**config.mk**
```make
export PLATFORM = sky130hd
export DESIGN_NAME = tcgr_front
export DESIGN_NICKNAME = d
export VERILOG_FILES = /design/src/hdl/tcgr_pkg.sv /design/src/hdl/tcgr_front.sv
export SDC_FILE = /design/constraint.sdc
export NUM_CORES = 1
export LEC_CHECK = 0
export BUFFER_PORTS_ARGS = -buffer_cell sky130_fd_sc_hd__clkbuf_2
export CORE_ASPECT_RATIO = 1.4
export CORE_MARGIN = 8
export CORE_UTILIZATION = 39
export CTS_CLUSTER_DIAMETER = 150
export DETAILED_ROUTE_END_ITERATION = 8
export GPL_ROUTABILITY_DRIVEN = 1
export PLACE_DENSITY_LB_ADDON = 0.1
export SYNTH_ARGS = -nofsm -noshare
export SYNTH_HDL_FRONTEND = slang
export SYNTH_SLANG_ARGS = --single-unit
export TNS_END_PERCENT = 5
```
**constraint.sdc**
```tcl
create_clock -name i_clk -period 3.8 [get_ports i_clk]
set_clock_uncertainty 0.05 [all_clocks]
set_input_delay 0.19 -clock i_clk [delete_from_list [all_inputs] [get_ports i_clk]]
set_output_delay 0.19 -clock i_clk [all_outputs]
set_load 0.005 [all_outputs]
```
**src/hdl/tcgr_pkg.sv**
```systemverilog
// Shared types and constants for the text console glyph renderer.
// Used by every module of the block; depends on nothing.
package tcgr_pkg;

    // Character grid and glyph geometry
    localparam int COL_BITS         = 7;
    localparam int TEXT_COLS        = 128;
    localparam int ROW_BITS         = 6;
    localparam int TEXT_ROWS        = 48;
    localparam int GLYPH_ROW_BITS   = 4;
    localparam int GLYPH_HEIGHT     = 16;
    localparam int GLYPH_WIDTH_BITS = 3;
    localparam int OFF_BITS         = 13;
    localparam int QUOT_BITS        = OFF_BITS - COL_BITS;

    // Payload widths
    localparam int CODE_W   = 8;
    localparam int COLOR_W  = 24;
    localparam int GADDR_W  = 12;
    localparam int PIX_W    = 10;
    localparam int CPOS_W   = 14;

    localparam int QUEUE_DEPTH_DEF = 4;

    // Character codes
    localparam logic [CODE_W-1:0] CH_NEWLINE    = 8'h0A;
    localparam logic [CODE_W-1:0] CH_RETURN     = 8'h0D;
    localparam logic [CODE_W-1:0] CH_BACKSPACE  = 8'h08;
    localparam logic [CODE_W-1:0] CH_SPACE      = 8'h20;
    localparam logic [CODE_W-1:0] CH_UNDERSCORE = 8'h5F;

    localparam logic [COLOR_W-1:0] CURSOR_COLOR = 24'h00FF00;

    typedef enum logic [1:0] {
        ACT_PRINT      = 2'd0,
        ACT_LOAD       = 2'd1,
        ACT_SET_CURSOR = 2'd2
    } t_action;

    // One queued job for the back end: a glyph memory write or a print
    typedef struct packed {
        logic                      is_load;
        logic                      has_char;
        logic [CODE_W-1:0]         code;
        logic [COLOR_W-1:0]        color;
        logic [GADDR_W-1:0]        glyph_addr;
        logic [7:0]                glyph_byte;
        logic [COL_BITS-1:0]       old_col;
        logic [ROW_BITS-1:0]       old_row;
        logic [COL_BITS-1:0]       new_col;
        logic [ROW_BITS-1:0]       new_row;
    } t_entry;

endpackage

```
**src/hdl/tcgr_front.sv**
```systemverilog
// Front end: accepts input words, keeps the text cursor, queues back-end jobs.
// Depends on tcgr_pkg.
module tcgr_front (
    input  logic                          i_clk,
    input  logic                          i_rst_n,
    input  logic                          i_valid,
    output logic                          o_ready,
    input  logic [1:0]                    i_action,
    input  logic [tcgr_pkg::CODE_W-1:0]   i_char_code,
    input  logic [tcgr_pkg::COLOR_W-1:0]  i_draw_color,
    input  logic [tcgr_pkg::GADDR_W-1:0]  i_glyph_address,
    input  logic [7:0]                    i_glyph_byte,
    input  logic [tcgr_pkg::CPOS_W-1:0]   i_text_offset,
    input  logic                          i_queue_full,
    output logic                          o_push,
    output tcgr_pkg::t_entry              o_entry
);
    import tcgr_pkg::*;

    logic [COL_BITS-1:0]  r_col;
    logic [ROW_BITS-1:0]  r_row;

    logic                 w_accept;
    logic [COL_BITS:0]    w_p_col;
    logic [ROW_BITS:0]    w_p_row;
    logic                 w_has_char;
    logic [CODE_W-1:0]    w_code;
    logic [OFF_BITS-1:0]  w_off;
    logic [QUOT_BITS-1:0] w_quot;
    logic [QUOT_BITS-1:0] w_quot_wrap;

    assign o_ready  = !i_queue_full;
    assign w_accept = i_valid && o_ready;
    assign o_push   = w_accept && ((i_action == ACT_PRINT) || (i_action == ACT_LOAD));

    // Cursor after a print
    always_comb begin
        w_p_col    = {1'b0, r_col};
        w_p_row    = {1'b0, r_row};
        w_has_char = 1'b1;
        w_code     = i_char_code;
        unique case (i_char_code)
            CH_NEWLINE: begin
                w_p_col    = '0;
                w_p_row    = {1'b0, r_row} + 1'b1;
                w_has_char = 1'b0;
            end
            CH_RETURN: begin
                w_p_col    = '0;
                w_has_char = 1'b0;
            end
            CH_BACKSPACE: begin
                w_code = CH_SPACE;
            end
            default: begin
                w_p_col = {1'b0, r_col} + 1'b1;
            end
        endcase
        if (w_p_col >= (COL_BITS+1)'(TEXT_COLS)) begin
            w_p_col = '0;
            w_p_row = w_p_row + 1'b1;
        end
        if (w_p_row >= (ROW_BITS+1)'(TEXT_ROWS)) begin
            w_p_row = '0;
        end
    end

    // Set cursor: halve, split into row and column, wrap the row once
    assign w_off       = i_text_offset[CPOS_W-1:1];
    assign w_quot      = w_off[OFF_BITS-1:COL_BITS];
    assign w_quot_wrap = (w_quot >= QUOT_BITS'(TEXT_ROWS)) ?
                         w_quot - QUOT_BITS'(TEXT_ROWS) : w_quot;

    always_ff @(posedge i_clk) begin
        if (!i_rst_n) begin
            r_col <= '0;
            r_row <= '0;
        end else if (w_accept) begin
            if (i_action == ACT_PRINT) begin
                r_col <= w_p_col[COL_BITS-1:0];
                r_row <= w_p_row[ROW_BITS-1:0];
            end else if (i_action == ACT_SET_CURSOR) begin
                r_col <= w_off[COL_BITS-1:0];
                r_row <= ROW_BITS'(w_quot_wrap);
            end
        end
    end

    always_comb begin
        o_entry            = '0;
        o_entry.is_load    = (i_action == ACT_LOAD);
        o_entry.has_char   = w_has_char;
        o_entry.code       = w_code;
        o_entry.color      = i_draw_color;
        o_entry.glyph_addr = i_glyph_address;
        o_entry.glyph_byte = i_glyph_byte;
        o_entry.old_col    = r_col;
        o_entry.old_row    = r_row;
        o_entry.new_col    = w_p_col[COL_BITS-1:0];
        o_entry.new_row    = w_p_row[ROW_BITS-1:0];
    end

endmodule

```
==> results.md <==
* Critical path's top delay family: simple AND/OR/NAND/NOR gates
* RSZ-0062 raised after global routing: no
* Cell variety after synth at 53
* Final Hold Viols at 0
* Final setup violation count at 0
* Avg WL per Cell at 16.5 µm
* Largest net degree at the start of global routing at 14
* PD cells at 197 nW/µm²
* 1st-pass router iterations at 4
* CP Capture Type: primary output
* Vias at 1764
* Gr ovfl total at 0
* Setup WS pre-CTS at 0.159 ns
* Crit path time final at 3.45 ns
* Die Y at 96.4 µm
* Worst path bufs/invs at 2
* I/O Pins at 154
* Reg-to-reg setup timing slack at 0.78 ns
* Syn Inst Count at 245
* CP cell instances: clkbuf_2, nor4b_2, nand2_1, xnor2_1, ha_1, nand4_1, or4_4, and3_1, or3_1, nor2_1, clkbuf_2
* Post-DP HPWL at 4210 µm
* Worst reg2reg startpoint: r_row[0]$_SDFFE_PN0P_
* Syn avg cell area at 7.35 µm²
* Status: finished clean
* Hold-fix buffers, CTS at 0
* Worst Hold End: r_row[1]$_SDFFE_PN0P_
* GRT Resource Usage Total at 14.5%
* CP required at 3.56 ns
* Final Max Slew Viols at 0
* Least-Margin Pin Slew at 0.922 ns
* Post-synth EDFFs at 0
* TritonCTS clock tree: yes
* FILL cells at 532
* Worst min path class: in -> reg
* Initial antenna violation count at 0
* Vias in the first global route at 1744
* FMAX at 0.290 GHz
* Top_reg_cell synth: dfxtp_1
* Die ar. at 7080 µm²
* Share of the clock period used by the worst path at 90.8%
* Register area share after synthesis at 14.5%
* Fraction of layout cells with a size suffix above 1 at 34.6%
* ANT nets after route at 0
* Post-route setup slack at 0.350 ns
* H-tree Lvls at 1
* Syn Std Cell Area at 1800 µm²
* Port bufs at 64
* Commonest non-fill, non-tap cells in the layout: clkbuf_2 (64), nand2_1 (27), a21oi_1 (16)
* Gpl congestion at 0.805
* Post-layout util at 41.3%
* Most common cell after layout, fill and taps aside: clkbuf_2
* CP peak stage delay at 0.53 ns
* Die extent in x at 73.4 µm
* Tot Pwr at 0.366 mW
* CTS clk-pin slew, worst paths at 0.06 ns
* Area growth syn-to-layout at 3.13%
* WL final at 5260 µm
* Setup tns final at 0 ns
* Worst Reg-to-Reg Cells at 8
* Synth warn at 0
* Root buffer cell: clkbuf_8
* Placed cells at 315
* Mapped Nets at 320
* DR iter-0 viols at 62
* Starting Density at 40.0%
* Residual DRC at 0
* Core box area at 4500 µm²
* Longest Clk Path Bufs at 2
* Most common cell on crit path: clkbuf_2
* Worst-Skew Late Latency at 0.24 ns
* Yosys reg bits at 13
* First-pass GRT wire length at 8380 µm
* VDD IR max at 0.213 mV
* Static leakage at 0.828 nW
* Post-synth ARST share at 0%
* Worst Hold Path Cells at 3
* Critical path data arrival time at 3.21 ns
* Crit start category: primary input
* Sink Count at 13
* Routed vias/inst at 5.53
* Number of max-cap violations at 0
* Final instance count without filler cells at 319
* Placed Area at 1800 µm²
* Post-route cell area at 1860 µm²
* Nets at 333
* Row count at 29
* CTS Buf Count at 3
* Crit-path max FO at 10
* CP max stage cell: or4_4
* Antenna diodes at 0
* Reg-to-Reg End: r_row[4]$_SDFFE_PN0P_
* Relative slew slack at 36.9%
* Hold path start: i_rst_n
* Critical path class: in -> out
* Fin Hold WS at 0.241 ns
cells in the mapped netlist (2+ instances only):
master / number / area share (%)
nor4b_1: 3 / 1.5
buf_6: 2 / 1.3
mux2i_1: 4 / 2.2
dfxtp_1: 13 / 14
o221ai_1: 7 / 3.4
or2_2: 4 / 1.4
ha_1: 3 / 2.1
and2_1: 3 / 1.0
nor2_1: 11 / 2.3
nand2_1: 27 / 5.6
xnor2_1: 4 / 1.9
buf_1: 2 / 0.42
nor3_1: 2 / 0.56
o2111ai_1: 2 / 0.97
clkbuf_1: 8 / 1.7
o31ai_1: 2 / 0.83
o21ai_0: 15 / 4.2
and2_2: 2 / 0.83
buf_4: 45 / 19
mux2_2: 2 / 1.3
o41ai_1: 2 / 0.97
nand4_1: 6 / 2.1
inv_1: 9 / 1.9
and3_1: 6 / 2.1
nor2b_1: 5 / 1.7
a31oi_1: 2 / 0.69
and4_1: 2 / 0.97
xor2_1: 3 / 1.5
a41oi_1: 2 / 0.97
nand3_1: 6 / 1.7
a21oi_1: 16 / 4.4
or3_1: 4 / 1.4
flip-flops by register name (all words and copies together) (netlist names):
name	count
r_col	7
r_row	6
power breakdown:
part	internal [mW]	switching, mW
Clock	0.0739	0.0482
Sequential	0.142	0.00905
Combinational	0.0409	0.0520
Total	0.256	0.109
cell families (layout without fill, tap and decap cells):
kind of cell,after synthesis,after routing,synth area share (%)
AO/OA/AOI/OAI,57,57,21.7
XOR/XNOR,7,7,3.41
adder cells (fa/ha/maj),3,3,2.09
buffers and inverters,68,80,25.3
flip-flops,13,13,14.5
multiplexers,6,6,3.47
AND/OR/NAND/NOR,91,91,29.6
tightest hold or removal path, stage by stage:
cell      delay [ns]
clkbuf_2        0.19
nand2_1         0.07
o21ai_0         0.05
how the worst max path moves through the flow:
stage / from / end / depth (start not counted)
final: i_char_code[2] / o_entry[1] / 11
after global routing: i_char_code[2] / o_entry[5] / 11
after CTS: i_char_code[2] / o_entry[1] / 11
after detailed placement: i_char_code[2] / o_entry[1] / 11
after global placement: i_char_code[2] / o_entry[0] / 11
after floorplan: i_char_code[5] / r_row[4]$_SDFFE_PN0P_ / 10
what timing repair did:
action	4_1_cts	5_1_grt
setup buffers	0	0
resized for setup	0	2
endpoints found under the setup margin	0	5
endpoints found under the hold margin	0	0
routing by layer:
metal / track usage (%) / up-vias / share of wire, %
met5: 0 / - / 0
li1: - / 857 / -
met1: 17.9 / 825 / 42
met4: 6.19 / 0 / 2.0
met3: 2.79 / 20 / 7.2
met2: 24.0 / 62 / 49
area by class of cell:
cell class,count,area [µm²],area share (%)
Multi-Input combinational cell,164,1100,59.1
Timing Repair Buffer,67,343,18.5
Sequential cell,13,260,14.0
Tap cell,62,77.6,4.18
Clock buffer,4,45.0,2.43
Inverter,9,33.8,1.82
(Power assumes the default switching activity.)
