## src/hdl/tcgr_pkg.sv

```systemverilog
// Shared types and constants for the text console glyph renderer.
// Used by every module of the block; depends on nothing.
package tcgr_pkg;

    // Character grid and glyph geometry
    localparam int COL_BITS         = 7;
    localparam int TEXT_COLS        = 128;
    localparam int ROW_BITS         = 6;
    localparam int TEXT_ROWS        = 48;
    localparam int GLYPH_ROW_BITS   = 4;
    localparam int GLYPH_HEIGHT     = 16;
    localparam int GLYPH_WIDTH_BITS = 3;
    localparam int OFF_BITS         = 13;
    localparam int QUOT_BITS        = OFF_BITS - COL_BITS;

    // Payload widths
    localparam int CODE_W   = 8;
    localparam int COLOR_W  = 24;
    localparam int GADDR_W  = 12;
    localparam int PIX_W    = 10;
    localparam int CPOS_W   = 14;

    localparam int QUEUE_DEPTH_DEF = 4;

    // Character codes
    localparam logic [CODE_W-1:0] CH_NEWLINE    = 8'h0A;
    localparam logic [CODE_W-1:0] CH_RETURN     = 8'h0D;
    localparam logic [CODE_W-1:0] CH_BACKSPACE  = 8'h08;
    localparam logic [CODE_W-1:0] CH_SPACE      = 8'h20;
    localparam logic [CODE_W-1:0] CH_UNDERSCORE = 8'h5F;

    localparam logic [COLOR_W-1:0] CURSOR_COLOR = 24'h00FF00;

    typedef enum logic [1:0] {
        ACT_PRINT      = 2'd0,
        ACT_LOAD       = 2'd1,
        ACT_SET_CURSOR = 2'd2
    } t_action;

    // One queued job for the back end: a glyph memory write or a print
    typedef struct packed {
        logic                      is_load;
        logic                      has_char;
        logic [CODE_W-1:0]         code;
        logic [COLOR_W-1:0]        color;
        logic [GADDR_W-1:0]        glyph_addr;
        logic [7:0]                glyph_byte;
        logic [COL_BITS-1:0]       old_col;
        logic [ROW_BITS-1:0]       old_row;
        logic [COL_BITS-1:0]       new_col;
        logic [ROW_BITS-1:0]       new_row;
    } t_entry;

endpackage

```

## src/hdl/tcgr_queue.sv

```systemverilog
// Small job queue between front end and back end.
// Depends on tcgr_pkg for the entry type.
module tcgr_queue #(
    parameter int DEPTH = tcgr_pkg::QUEUE_DEPTH_DEF
) (
    input  logic              i_clk,
    input  logic              i_rst_n,
    input  logic              i_push,
    input  tcgr_pkg::t_entry  i_entry,
    input  logic              i_pop,
    output tcgr_pkg::t_entry  o_entry,
    output logic              o_empty,
    output logic              o_full
);
    import tcgr_pkg::*;

    localparam int PTR_BITS = (DEPTH > 1) ? $clog2(DEPTH) : 1;
    localparam int CNT_BITS = $clog2(DEPTH + 1);

    t_entry              r_mem [DEPTH];
    logic [PTR_BITS-1:0] r_wr_ptr;
    logic [PTR_BITS-1:0] r_rd_ptr;
    logic [CNT_BITS-1:0] r_count;

    logic w_push;
    logic w_pop;

    assign o_empty = (r_count == '0);
    assign o_full  = (r_count == CNT_BITS'(DEPTH));
    assign w_push  = i_push && !o_full;
    assign w_pop   = i_pop && !o_empty;
    assign o_entry = r_mem[r_rd_ptr];

    always_ff @(posedge i_clk) begin
        if (!i_rst_n) begin
            r_wr_ptr <= '0;
            r_rd_ptr <= '0;
            r_count  <= '0;
        end else begin
            if (w_push) begin
                r_wr_ptr <= (r_wr_ptr == PTR_BITS'(DEPTH - 1)) ? '0 : r_wr_ptr + 1'b1;
            end
            if (w_pop) begin
                r_rd_ptr <= (r_rd_ptr == PTR_BITS'(DEPTH - 1)) ? '0 : r_rd_ptr + 1'b1;
            end
            if (w_push && !w_pop) begin
                r_count <= r_count + 1'b1;
            end else if (w_pop && !w_push) begin
                r_count <= r_count - 1'b1;
            end
        end
    end

    always_ff @(posedge i_clk) begin
        if (w_push) begin
            r_mem[r_wr_ptr] <= i_entry;
        end
    end

endmodule

```

## config.mk

```make
export PLATFORM = sky130hd
export DESIGN_NAME = tcgr_queue
export DESIGN_NICKNAME = d
export VERILOG_FILES = /design/src/hdl/tcgr_pkg.sv /design/src/hdl/tcgr_queue.sv
export SDC_FILE = /design/constraint.sdc
export NUM_CORES = 1
export LEC_CHECK = 0
export BUFFER_PORTS_ARGS = -buffer_cell sky130_fd_sc_hd__buf_2
export CORE_ASPECT_RATIO = 1.1
export CORE_MARGIN = 2
export CORE_UTILIZATION = 61
export DETAILED_ROUTE_END_ITERATION = 8
export MAX_ROUTING_LAYER = met4
export PLACE_DENSITY = 0.88
export SLEW_MARGIN = 20
export SYNTH_ARGS = -nofsm -noshare
export SYNTH_HDL_FRONTEND = slang
export SYNTH_SLANG_ARGS = --single-unit
```

## constraint.sdc

```tcl
create_clock -name i_clk -period 4.57 [get_ports i_clk]
set_input_delay 0 -clock i_clk [delete_from_list [all_inputs] [get_ports i_clk]]
set_output_delay 0 -clock i_clk [all_outputs]
set_load 0.05 [all_outputs]
```

==> flow_results.xml, run 1 <==
<?xml version="1.0" encoding="UTF-8"?>
<metrics>
  <group name="critical_path">
    <metric name="timing.critical_path.required" unit="ps">4570</metric>
    <metric name="start_kind" unit="">flop</metric>
    <metric name="critPathArrivalTime" unit="ps">2770</metric>
    <metric name="cp_max_fo" unit="">31</metric>
    <metric name="end_kind" unit="">primary output</metric>
    <metric name="timing_worst_setup_path_type" unit="">reg -&gt; out</metric>
  </group>
  <group name="cts">
    <metric name="hold_buffer_count_at_cts" unit="">84</metric>
    <metric name="cts.htree.levels" unit="">1</metric>
    <metric name="clk_latency" unit="ps">540</metric>
    <metric name="cts_num_sinks" unit="">329</metric>
    <metric name="clock_slew_seen_by_the_registers_of_the_worst_setup_and_hold_paths" unit="ps">70</metric>
    <metric name="cts.root.buffer_cell" unit="">sky130_fd_sc_hd__clkbuf_16</metric>
    <metric name="cts_resized" unit="">0</metric>
    <metric name="post-cts-setup-buffer-count" unit="">0</metric>
    <metric name="tritoncts" unit="">yes</metric>
    <metric name="cts_buffer_depth" unit="">3</metric>
    <metric name="cts-buffers-inserted" unit="">29</metric>
  </group>
  <group name="yosys">
    <metric name="syn_nets" unit="">560</metric>
    <metric name="synth_top_cells_by_area" unit="">sky130_fd_sc_hd__edfxtp_1 (79%), sky130_fd_sc_hd__mux4_2 (15%), sky130_fd_sc_hd__dfxtp_1 (1.5%), sky130_fd_sc_hd__buf_12 (1.3%), sky130_fd_sc_hd__ha_1 (0.62%)</metric>
    <metric name="synth_enable_flop_cells" unit="">320</metric>
    <metric name="synth_top_flop_cell" unit="">sky130_fd_sc_hd__edfxtp_1</metric>
    <metric name="netlist_top_cells_count" unit="">sky130_fd_sc_hd__edfxtp_1 (320), sky130_fd_sc_hd__mux4_2 (80), sky130_fd_sc_hd__buf_2 (9), sky130_fd_sc_hd__dfxtp_1 (9), sky130_fd_sc_hd__buf_12 (8)</metric>
    <metric name="post_synth_inst_count" unit="">469</metric>
    <metric name="yosysMostFrequentCell" unit="">sky130_fd_sc_hd__edfxtp_1</metric>
    <metric name="synth_top_cell_area_share" unit="">0.794</metric>
    <metric name="synth_top_area_cell" unit="">sky130_fd_sc_hd__edfxtp_1</metric>
    <metric name="yosysUniqueCellTypes" unit="">25</metric>
    <metric name="ys_seq_area_frac" unit="">0.809</metric>
    <metric name="synth_warnings" unit="">0</metric>
    <metric name="async_flop_share" unit="">0</metric>
    <metric name="synth.cell_area" unit="um2">12100</metric>
    <metric name="synth-seq-cells" unit="">329</metric>
    <metric name="syn_area_per_cell" unit="um2">25.8</metric>
  </group>
  <group name="placement">
    <metric name="port_buffers" unit="">165</metric>
    <metric name="dp_hpwl" unit="um">13100</metric>
    <metric name="detailed_place.area" unit="um2">13100</metric>
    <metric name="place_congestion" unit="">0.794</metric>
  </group>
  <group name="pwr">
    <metric name="power.density_cell_area" unit="nW/um2">603</metric>
    <metric name="worst_ir_drop_vdd" unit="mV">0.395</metric>
    <metric name="leakage" unit="uW">0.00509</metric>
  </group>
  <group name="timing">
    <metric name="final_hold_viol_count" unit="">0</metric>
    <metric name="worst-slew-pin-transition" unit="ps">987</metric>
    <metric name="grt_setup_unrepaired" unit="">no</metric>
    <metric name="fmax" unit="MHz">361</metric>
    <metric name="final.hold.worst_slack" unit="ps">203</metric>
    <metric name="finalCritPeriodShare" unit="">0.607</metric>
    <metric name="slew_violations" unit="">0</metric>
    <metric name="finalSetupViolCount" unit="">0</metric>
    <metric name="skew" unit="ps">20.4</metric>
    <metric name="tns" unit="ps">0</metric>
    <metric name="period_needed" unit="ps">2770</metric>
    <metric name="timing.max_slew.rel_slack" unit="">0.342</metric>
  </group>
  <group name="drt">
    <metric name="drt-initial-drc-count" unit="">633</metric>
    <metric name="routed_wirelength" unit="um">26100</metric>
    <metric name="vias_per_cell" unit="">5.87</metric>
    <metric name="detail_route.wl_per_cell" unit="um">25.7</metric>
    <metric name="dr_total_vias" unit="">5964</metric>
    <metric name="antenna_left" unit="">0</metric>
    <metric name="remaining_drc_errors" unit="">0</metric>
    <metric name="detail_route.first_pass.iterations" unit="">5</metric>
  </group>
  <group name="floorplanning">
    <metric name="placeableCoreArea" unit="um2">19700</metric>
    <metric name="start_util" unit="">0.616</metric>
    <metric name="y_dimension_of_the_die" unit="um">152</metric>
    <metric name="chipWidth" unit="um">138</metric>
    <metric name="io_pins" unit="">166</metric>
    <metric name="rows" unit="">54</metric>
    <metric name="die_area" unit="um2">21000</metric>
  </group>
  <group name="final_layout">
    <metric name="flow.area_growth_from_synthesis" unit="%">23.4</metric>
    <metric name="final_cell_area" unit="um2">14900</metric>
    <metric name="share_of_final_layout_standard_cells_stronger_than_drive_strength_1" unit="">0.397</metric>
    <metric name="final_net_count" unit="">828</metric>
  </group>
  <group name="global_route">
    <metric name="grt.overflow.total" unit="">0</metric>
    <metric name="largest_net_degree_at_the_start_of_global_routing" unit="">81</metric>
    <metric name="first_global_vias" unit="">6208</metric>
    <metric name="track_usage" unit="">0.254</metric>
    <metric name="antenna_found_initial" unit="">4</metric>
    <metric name="grt_pass1_wl" unit="um">38100</metric>
  </group>
  <group name="outcome">
    <metric name="run_status" unit="">completed</metric>
  </group>
  <group name="worst_hold_path">
    <metric name="hp-class" unit="">in -&gt; reg</metric>
  </group>
  <group name="flow_run">
    <metric name="maximum_capacitance_violations" unit="">0</metric>
  </group>
</metrics>
metrics by stage:
stage / util / instances / setup slack, ps / power [uW]
finish: 0.760 / 1016 / 1800 / 9010
CTS: 0.757 / 1010 / 1560 / 8990
detailed placement: 0.668 / 872 / 1900 / 6590
global route: 0.760 / 1016 / 1590 / 9290
global placement: 0.665 / 870 / 2060 / 6500
floorplan: - / 469 / 1340 / 6080
where the power goes:
part           total (uW)  internal, uW  switching, uW
Combinational        2770           880           1890
Clock                2360          1330           1030
Sequential           3880          3680            204
cells by family after synthesis:
group           synth area share
simple gates             0.00889
buf+inv                   0.0194
compound gates           0.00248
fa+ha+maj                0.00785
mux                        0.151
flops                      0.809
xor+xnor                 0.00145
per-layer routing:
metal  part of all wire  global-route usage  up-vias  wire length, um
met5                  0                   -        -                0
met4              0.028              0.0816        0              740
met3              0.069              0.0484       54             1810
met2               0.53               0.424      321            13800
met1               0.37               0.324     3046             9750
li1                   -                   -     2543                -
worst paths after layout:
| path | startpoint | to | slack (ps) | cells after the start |
|---|---|---|---|---|
| max | flop | o_entry[34] | 1800 | 4 |
| min reg2reg | r_wr_ptr[1] | r_wr_ptr[1] | 530 | 2 |
| max reg2reg | r_count[0] | r_mem[1][60] | 1920 | 4 |
| min | i_entry[51] | r_mem[1][51] | 200 | 2 |
placed cells by master, fill, tap and decap left out:
cell	Yosys	layout
sky130_fd_sc_hd__ha_1	6	6
sky130_fd_sc_hd__dfxtp_1	9	7
sky130_fd_sc_hd__a21boi_0	1	1
sky130_fd_sc_hd__inv_6	0	1
sky130_fd_sc_hd__inv_1	3	3
sky130_fd_sc_hd__and2_4	0	4
sky130_fd_sc_hd__o31ai_1	1	1
sky130_fd_sc_hd__clkinvlp_4	0	1
sky130_fd_sc_hd__mux4_2	80	80
sky130_fd_sc_hd__dfxtp_4	0	2
sky130_fd_sc_hd__nor2b_1	2	2
sky130_fd_sc_hd__nor3_1	1	1
sky130_fd_sc_hd__buf_2	9	165
sky130_fd_sc_hd__mux2i_1	3	3
sky130_fd_sc_hd__buf_16	0	2
sky130_fd_sc_hd__bufinv_16	0	3
sky130_fd_sc_hd__buf_4	0	4
sky130_fd_sc_hd__dlygate4sd3_1	0	84
sky130_fd_sc_hd__xnor2_1	1	1
sky130_fd_sc_hd__nor3b_2	1	1
sky130_fd_sc_hd__clkbuf_1	1	4
sky130_fd_sc_hd__nand3_1	2	2
sky130_fd_sc_hd__or3_1	1	1
sky130_fd_sc_hd__edfxtp_1	320	320
sky130_fd_sc_hd__o21ai_0	3	3
sky130_fd_sc_hd__buf_12	8	2
sky130_fd_sc_hd__diode_2	0	4
sky130_fd_sc_hd__nand2_1	6	6
sky130_fd_sc_hd__clkinv_2	0	8
sky130_fd_sc_hd__clkbuf_16	0	29
sky130_fd_sc_hd__and2_1	5	1
sky130_fd_sc_hd__xor2_1	1	1
sky130_fd_sc_hd__fa_1	1	1
sky130_fd_sc_hd__nor2_1	2	2
sky130_fd_sc_hd__clkinv_1	0	8
critical path: stages, from the launching register on:
cell,delay (ps)
sky130_fd_sc_hd__dfxtp_4,770
sky130_fd_sc_hd__buf_12,300
sky130_fd_sc_hd__buf_4,320
sky130_fd_sc_hd__mux4_2,580
sky130_fd_sc_hd__buf_2,230
cell type report:
type	instances	area, um2
clock buffers	33	741
diodes	4	10.0
repair buffers	257	1790
well taps	252	315
clock inverters	21	176
flip-flops and latches	329	9800
fillers	1007	4730
inverters	3	11.3
multi-input cells	117	2090
registers in the layout, indices dropped and copies added, names as in the netlist, named ones only:
signal	count
r_mem	320
r_rd_ptr	2
r_wr_ptr	2
r_count	3
Note: power is estimated with default switching activity, not from simulation.
==> run 2, diff against run 1 <==
Settings changed: ABC_AREA set to 1, CORE_UTILIZATION 61 to 51, PLACE_DENSITY 0.88 to 0.79.
Clock period 4.57 ns to 2.3 ns, I/O delays scaled along.
==> flow_results.xml, run 2 <==
<?xml version="1.0" encoding="UTF-8"?>
<metrics>
  <group name="placement">
    <metric name="detailed_place.area" unit="um2">13500</metric>
    <metric name="place_congestion" unit="">0.751</metric>
    <metric name="port_buffers" unit="">165</metric>
    <metric name="dp_hpwl" unit="um">13900</metric>
  </group>
  <group name="cts">
    <metric name="post-cts-setup-buffer-count" unit="">0</metric>
    <metric name="cts_buffer_depth" unit="">3</metric>
    <metric name="tritoncts" unit="">yes</metric>
    <metric name="clock_slew_seen_by_the_registers_of_the_worst_setup_and_hold_paths" unit="ps">60</metric>
    <metric name="cts_num_sinks" unit="">329</metric>
    <metric name="cts-buffers-inserted" unit="">31</metric>
    <metric name="cts.root.buffer_cell" unit="">sky130_fd_sc_hd__clkbuf_16</metric>
    <metric name="clk_latency" unit="ps">550</metric>
    <metric name="cts.htree.levels" unit="">1</metric>
  </group>
  <group name="timing">
    <metric name="period_needed" unit="ps">2230</metric>
    <metric name="tns" unit="ps">0</metric>
    <metric name="final_hold_viol_count" unit="">0</metric>
    <metric name="grt_setup_unrepaired" unit="">yes</metric>
    <metric name="timing.max_slew.rel_slack" unit="">0.629</metric>
    <metric name="finalSetupViolCount" unit="">0</metric>
    <metric name="skew" unit="ps">5.06</metric>
    <metric name="worst-slew-pin-transition" unit="ps">556</metric>
    <metric name="slew_violations" unit="">0</metric>
    <metric name="finalCritPeriodShare" unit="">0.970</metric>
    <metric name="fmax" unit="MHz">448</metric>
  </group>
  <group name="worst_hold_path">
    <metric name="timing.hold.worst_path_depth" unit="">2</metric>
    <metric name="min_delay_worst_endpoint" unit="">r_mem[2][21]</metric>
    <metric name="hp-class" unit="">in -&gt; reg</metric>
    <metric name="hold_path.startpoint" unit="">i_entry[21]</metric>
  </group>
  <group name="pwr">
    <metric name="worst_ir_drop_vdd" unit="mV">0.975</metric>
    <metric name="power.density_cell_area" unit="nW/um2">1280</metric>
    <metric name="leakage" unit="uW">0.00552</metric>
  </group>
  <group name="drt">
    <metric name="drt-initial-drc-count" unit="">526</metric>
    <metric name="antenna_left" unit="">0</metric>
    <metric name="routed_wirelength" unit="um">26200</metric>
    <metric name="remaining_drc_errors" unit="">0</metric>
    <metric name="detail_route.first_pass.iterations" unit="">5</metric>
    <metric name="dr_total_vias" unit="">7757</metric>
    <metric name="detail_route.wl_per_cell" unit="um">18.4</metric>
    <metric name="vias_per_cell" unit="">5.44</metric>
  </group>
  <group name="floorplanning">
    <metric name="io_pins" unit="">166</metric>
    <metric name="chipWidth" unit="um">152</metric>
    <metric name="rows" unit="">59</metric>
    <metric name="start_util" unit="">0.520</metric>
    <metric name="die_area" unit="um2">25400</metric>
    <metric name="y_dimension_of_the_die" unit="um">167</metric>
    <metric name="placeableCoreArea" unit="um2">23700</metric>
  </group>
  <group name="final_layout">
    <metric name="final_net_count" unit="">1187</metric>
    <metric name="final_cell_area" unit="um2">15500</metric>
    <metric name="final_common_cell" unit="">sky130_fd_sc_hd__edfxtp_1</metric>
    <metric name="biggest_register" unit="">r_mem</metric>
    <metric name="share_of_final_layout_standard_cells_stronger_than_drive_strength_1" unit="">0.217</metric>
    <metric name="antenna_cells" unit="">0</metric>
    <metric name="largestRegisters" unit="">r_mem: 320 flops, r_count: 3 flops</metric>
    <metric name="flow.area_growth_from_synthesis" unit="%">25.7</metric>
    <metric name="commonest_non_fill_non_tap_cells_in_the_layout" unit="">sky130_fd_sc_hd__edfxtp_1 (320), sky130_fd_sc_hd__nor2_1 (173), sky130_fd_sc_hd__buf_2 (165)</metric>
    <metric name="largest_register_ffs" unit="">320</metric>
  </group>
  <group name="critical_path">
    <metric name="reg2reg_slack" unit="ps">90</metric>
    <metric name="cp_cell_sequence" unit="">buf_6 &gt; o21ai_0 &gt; o22ai_1 &gt; buf_2</metric>
    <metric name="critPathArrivalTime" unit="ps">2230</metric>
    <metric name="rr_startpoint" unit="">r_wr_ptr[0]</metric>
    <metric name="cp_max_fo" unit="">45</metric>
    <metric name="crit_path_top_delay_cell" unit="">sky130_fd_sc_hd__dfxtp_4</metric>
    <metric name="critical_path.max_stage_delay" unit="ps">540</metric>
    <metric name="start_kind" unit="">flop</metric>
    <metric name="end_kind" unit="">primary output</metric>
    <metric name="ff2ff_path_depth" unit="">7</metric>
    <metric name="cp_num_buf_inv" unit="">2</metric>
    <metric name="timing.critical_path.required" unit="ps">2300</metric>
    <metric name="timing_worst_setup_path_type" unit="">reg -&gt; out</metric>
    <metric name="reg2reg_to" unit="">r_wr_ptr[1]</metric>
    <metric name="critical-path-top-delay-family" unit="">buffers and inverters</metric>
  </group>
  <group name="global_route">
    <metric name="track_usage" unit="">0.207</metric>
    <metric name="largest_net_degree_at_the_start_of_global_routing" unit="">81</metric>
    <metric name="grt.overflow.total" unit="">0</metric>
    <metric name="grt_pass1_wl" unit="um">40900</metric>
    <metric name="first_global_vias" unit="">7956</metric>
    <metric name="antenna_found_initial" unit="">0</metric>
  </group>
  <group name="outcome">
    <metric name="run_status" unit="">completed</metric>
  </group>
  <group name="yosys">
    <metric name="synth_top_area_cell" unit="">sky130_fd_sc_hd__edfxtp_1</metric>
    <metric name="post_synth_inst_count" unit="">846</metric>
    <metric name="syn_nets" unit="">937</metric>
    <metric name="synth-seq-cells" unit="">329</metric>
    <metric name="yosysUniqueCellTypes" unit="">20</metric>
    <metric name="synth_top_cells_by_area" unit="">sky130_fd_sc_hd__edfxtp_1 (78%), sky130_fd_sc_hd__o21ai_0 (6.2%), sky130_fd_sc_hd__nor2_1 (5.4%), sky130_fd_sc_hd__o22ai_1 (4.1%), sky130_fd_sc_hd__dfxtp_1 (1.5%)</metric>
    <metric name="async_flop_share" unit="">0</metric>
    <metric name="ys_seq_area_frac" unit="">0.795</metric>
    <metric name="yosysMostFrequentCell" unit="">sky130_fd_sc_hd__edfxtp_1</metric>
    <metric name="synth.cell_area" unit="um2">12300</metric>
    <metric name="synth_warnings" unit="">0</metric>
    <metric name="synth_top_flop_cell" unit="">sky130_fd_sc_hd__edfxtp_1</metric>
    <metric name="syn_area_per_cell" unit="um2">14.6</metric>
    <metric name="synth_enable_flop_cells" unit="">320</metric>
    <metric name="synth_top_cell_area_share" unit="">0.780</metric>
    <metric name="netlist_top_cells_count" unit="">sky130_fd_sc_hd__edfxtp_1 (320), sky130_fd_sc_hd__nor2_1 (177), sky130_fd_sc_hd__o21ai_0 (152), sky130_fd_sc_hd__o22ai_1 (80), sky130_fd_sc_hd__clkbuf_1 (38)</metric>
  </group>
  <group name="flow_run">
    <metric name="maximum_capacitance_violations" unit="">0</metric>
  </group>
</metrics>
-- run 2: cell types whose count changed after synthesis, sizes merged, moves of 3 or more --
cell,change
nor2,+175
o21ai,+159
mux4,-80
o22ai,+80
clkbuf,+37
inv,+16
nand2,+9
and2,-5
buf,-5
mux2i,-3
-- run 2: power by group --
part / leakage, uW / internal [uW] / switching [uW]
clock: 0.000512 / 3140 / 2120
sequential: 0.00301 / 7300 / 207
combinational: 0.00201 / 1650 / 5480
total: 0.00552 / 12100 / 7810
-- run 2: kinds of logic after synthesis --
logic type,Yosys count,synth area share
AO/OA/AOI/OAI,244,0.107
flip-flops,329,0.795
AND/OR/NAND/NOR,195,0.0600
adder cells (fa/ha/maj),7,0.00772
buffers and inverters,71,0.0305
-- run 2: worst max-delay path by stage --
stage                from          end  slack (ps)  depth (start not counted)
5_1_grt              flop  o_entry[54]         -40                          4
6_report             flop   o_entry[4]          70                          4
4_1_cts              flop   o_entry[2]          20                          4
3_5_place_dp   r_count[1]   r_count[1]         430                          9
2_1_floorplan  r_count[0]  r_mem[0][0]          40                          4
3_3_place_gp   r_count[1]   r_count[1]         480                          9
-- run 2: final cells by class --
class,count,area (um2)
multi-input cells,446,2200
inverters,19,87.6
repair buffers,269,1960
well taps,305,382
clock inverters,19,233
clock buffers,39,836
flip-flops and latches,329,9790
fillers,1625,8210
-- run 2: repair_timing --
| item | CTS | global route |
|---|---|---|
| setup endpoints to repair | 4 | 40 |
| cloned | 0 | 0 |
| resized for setup | 2 | 6 |
| hold buffers | 85 | 0 |
| endpoints found under the hold margin | 329 | 0 |
-- run 2: through the flow --
stage / power, uW / std cells / setup slack, ps / hold slack, ps / util
finish: 19900 / 1426 / 68.9 / 201 / 0.654
global route: 20700 / 1426 / -43.1 / 185 / 0.654
CTS: 19900 / 1426 / 21.5 / 173 / 0.653
detailed placement: 14600 / 1283 / 433 / 214 / 0.571
global placement: 14500 / 1283 / 481 / 210 / 0.571
floorplan: 12800 / 846 / 36.2 / 98.9 / -
-- run 2: layer usage --
| metal | global-route usage | wire [um] | up-vias |
|---|---|---|---|
| li1 | - | - | 3670 |
| met1 | 0.249 | 10300 | 3775 |
| met5 | - | 0 | - |
| met2 | 0.362 | 13700 | 262 |
| met4 | 0.0618 | 578 | 0 |
| met3 | 0.0362 | 1670 | 50 |
==> run 3, diff against run 2 <==
Settings changed: RECOVER_POWER set to 50, TNS_END_PERCENT set to 1.
==> flow_results.xml, run 3 (same netlist as run 2, synthesis figures left out) <==
<?xml version="1.0" encoding="UTF-8"?>
<metrics>
  <group name="placement">
    <metric name="worst_setup_slack_after_placement" unit="ps">433</metric>
    <metric name="place_congestion" unit="">0.751</metric>
    <metric name="detailed_place.area" unit="um2">13500</metric>
    <metric name="dp_hpwl" unit="um">13900</metric>
    <metric name="port_buffers" unit="">165</metric>
  </group>
  <group name="floorplanning">
    <metric name="die_area" unit="um2">25400</metric>
    <metric name="chipWidth" unit="um">152</metric>
    <metric name="io_pins" unit="">166</metric>
    <metric name="start_util" unit="">0.520</metric>
    <metric name="placeableCoreArea" unit="um2">23700</metric>
    <metric name="y_dimension_of_the_die" unit="um">167</metric>
    <metric name="rows" unit="">59</metric>
  </group>
  <group name="timing">
    <metric name="worst-slew-pin-transition" unit="ps">736</metric>
    <metric name="final_hold_viol_count" unit="">0</metric>
    <metric name="fmax" unit="MHz">452</metric>
    <metric name="skew" unit="ps">4.01</metric>
    <metric name="crit_path_setup_slack_layout" unit="ps">86.0</metric>
    <metric name="finalSetupViolCount" unit="">0</metric>
    <metric name="finalCritPeriodShare" unit="">0.963</metric>
    <metric name="final.hold.worst_slack" unit="ps">247</metric>
    <metric name="slew_violations" unit="">0</metric>
    <metric name="period_needed" unit="ps">2210</metric>
    <metric name="tns" unit="ps">0</metric>
    <metric name="timing.max_slew.rel_slack" unit="">0.510</metric>
    <metric name="grt_setup_unrepaired" unit="">yes</metric>
  </group>
  <group name="pwr">
    <metric name="fin_total_pwr" unit="uW">19800</metric>
    <metric name="leakage" unit="uW">0.00529</metric>
    <metric name="power.density_cell_area" unit="nW/um2">1290</metric>
    <metric name="worst_ir_drop_vdd" unit="mV">0.974</metric>
  </group>
  <group name="final_layout">
    <metric name="final_common_cell" unit="">sky130_fd_sc_hd__edfxtp_1</metric>
    <metric name="flow.area_growth_from_synthesis" unit="%">24.5</metric>
    <metric name="share_of_final_layout_standard_cells_stronger_than_drive_strength_1" unit="">0.144</metric>
    <metric name="commonest_non_fill_non_tap_cells_in_the_layout" unit="">sky130_fd_sc_hd__edfxtp_1 (320), sky130_fd_sc_hd__nor2_1 (174), sky130_fd_sc_hd__o21ai_0 (152)</metric>
    <metric name="final_net_count" unit="">1187</metric>
    <metric name="biggest_register" unit="">r_mem</metric>
    <metric name="final_cell_area" unit="um2">15300</metric>
    <metric name="antenna_cells" unit="">0</metric>
    <metric name="largestRegisters" unit="">r_mem: 320 flops, r_count: 3 flops</metric>
    <metric name="largest_register_ffs" unit="">320</metric>
  </group>
  <group name="cts">
    <metric name="tritoncts" unit="">yes</metric>
    <metric name="cts.htree.levels" unit="">1</metric>
    <metric name="cts-buffers-inserted" unit="">31</metric>
    <metric name="cts_num_sinks" unit="">329</metric>
    <metric name="clock_slew_seen_by_the_registers_of_the_worst_setup_and_hold_paths" unit="ps">60</metric>
    <metric name="cts_buffer_depth" unit="">3</metric>
    <metric name="cts.root.buffer_cell" unit="">sky130_fd_sc_hd__clkbuf_16</metric>
    <metric name="post-cts-setup-buffer-count" unit="">0</metric>
    <metric name="clk_latency" unit="ps">550</metric>
  </group>
  <group name="critical_path">
    <metric name="cp_max_fo" unit="">4</metric>
    <metric name="critPathLaunch" unit="">r_wr_ptr[0]</metric>
    <metric name="timing.critical_path.required" unit="ps">2730</metric>
    <metric name="rr_startpoint" unit="">r_wr_ptr[0]</metric>
    <metric name="cp_num_buf_inv" unit="">3</metric>
    <metric name="ff2ff_path_depth" unit="">7</metric>
    <metric name="crit_path_top_delay_cell" unit="">sky130_fd_sc_hd__dlygate4sd3_1</metric>
    <metric name="critical_path.max_stage_delay" unit="ps">550</metric>
    <metric name="critical-path-top-delay-family" unit="">buffers and inverters</metric>
    <metric name="start_kind" unit="">flop</metric>
    <metric name="reg2reg_slack" unit="ps">90</metric>
    <metric name="end_kind" unit="">flop</metric>
    <metric name="cp_common_cell" unit="">sky130_fd_sc_hd__dlygate4sd3_1</metric>
    <metric name="critPathArrivalTime" unit="ps">2650</metric>
    <metric name="timing_worst_setup_path_type" unit="">reg -&gt; reg</metric>
    <metric name="reg2reg_to" unit="">r_wr_ptr[1]</metric>
    <metric name="cp_cell_sequence" unit="">inv_1 &gt; ha_1 &gt; nand3b_1 &gt; nand2_1 &gt; dlygate4sd3_1 &gt; nor2_1 &gt; dlygate4sd3_1</metric>
  </group>
  <group name="drt">
    <metric name="detail_route.first_pass.iterations" unit="">5</metric>
    <metric name="vias_per_cell" unit="">5.44</metric>
    <metric name="remaining_drc_errors" unit="">0</metric>
    <metric name="antenna_left" unit="">0</metric>
    <metric name="routed_wirelength" unit="um">26200</metric>
    <metric name="detail_route.wl_per_cell" unit="um">18.4</metric>
    <metric name="drt-initial-drc-count" unit="">556</metric>
    <metric name="dr_total_vias" unit="">7753</metric>
  </group>
  <group name="global_route">
    <metric name="grt.overflow.total" unit="">0</metric>
    <metric name="largest_net_degree_at_the_start_of_global_routing" unit="">81</metric>
    <metric name="first_global_vias" unit="">7956</metric>
    <metric name="grt_pass1_wl" unit="um">40900</metric>
    <metric name="antenna_found_initial" unit="">0</metric>
    <metric name="track_usage" unit="">0.207</metric>
  </group>
  <group name="worst_hold_path">
    <metric name="hp-class" unit="">in -&gt; reg</metric>
    <metric name="timing.hold.worst_path_depth" unit="">2</metric>
    <metric name="min_delay_worst_endpoint" unit="">r_mem[3][28]</metric>
    <metric name="hold_path.startpoint" unit="">i_entry[28]</metric>
  </group>
  <group name="outcome">
    <metric name="run_status" unit="">completed</metric>
  </group>
  <group name="flow_run">
    <metric name="maximum_capacitance_violations" unit="">0</metric>
  </group>
</metrics>
==> run 3: cell types whose count changed in the layout (fill, tap and decap cells not counted), sizes merged <==
cell	change
buf	-82
clkbuf	+82
==> run 3: layout make-up <==
cell class              instances  area, um2
fillers                      1672       8360
well taps                     305        382
clock inverters                19        233
inverters                      19       78.8
multi-input cells             446       2180
clock buffers                  39        836
flip-flops and latches        329       9790
repair buffers                269       1830
==> run 3: through the flow <==
stage,utilization,cells
after floorplan,-,846
after global placement,0.571,1283
after detailed placement,0.571,1283
after CTS,0.653,1426
after global routing,0.647,1426
final,0.647,1426
==> run 3: worst max path at each step <==
| stage | slack [ps] | depth (start not counted) | end |
|---|---|---|---|
| after floorplan | 40 | 4 | r_mem[0][0] |
| after global routing | -50 | 5 | o_entry[26] |
| final | 90 | 7 | r_wr_ptr[1] |
| after CTS | 20 | 4 | o_entry[2] |
| after detailed placement | 430 | 9 | r_count[1] |
| after global placement | 480 | 9 | r_count[1] |
==> run 3: per-layer routing <==
metal	GRT usage	up-vias	routed length, um
li1	-	3670	-
met1	0.249	3777	10100
met2	0.362	258	13700
met3	0.0362	48	1720
met4	0.0618	0	597
met5	-	-	0
==> run 3: timing repair <==
action	4_1_cts	5_1_grt
hold buffers	85	0
hold endpoints to repair	329	0
endpoints found under the setup margin	4	40
gates resized for setup	2	3
==> run 3: report_power, final <==
group	total (uW)	leakage (uW)	switching, uW	internal, uW
logic	7080	0.00177	5470	1610
registers	7500	0.00301	200	7300
clock network	5250	0.000512	2110	3140
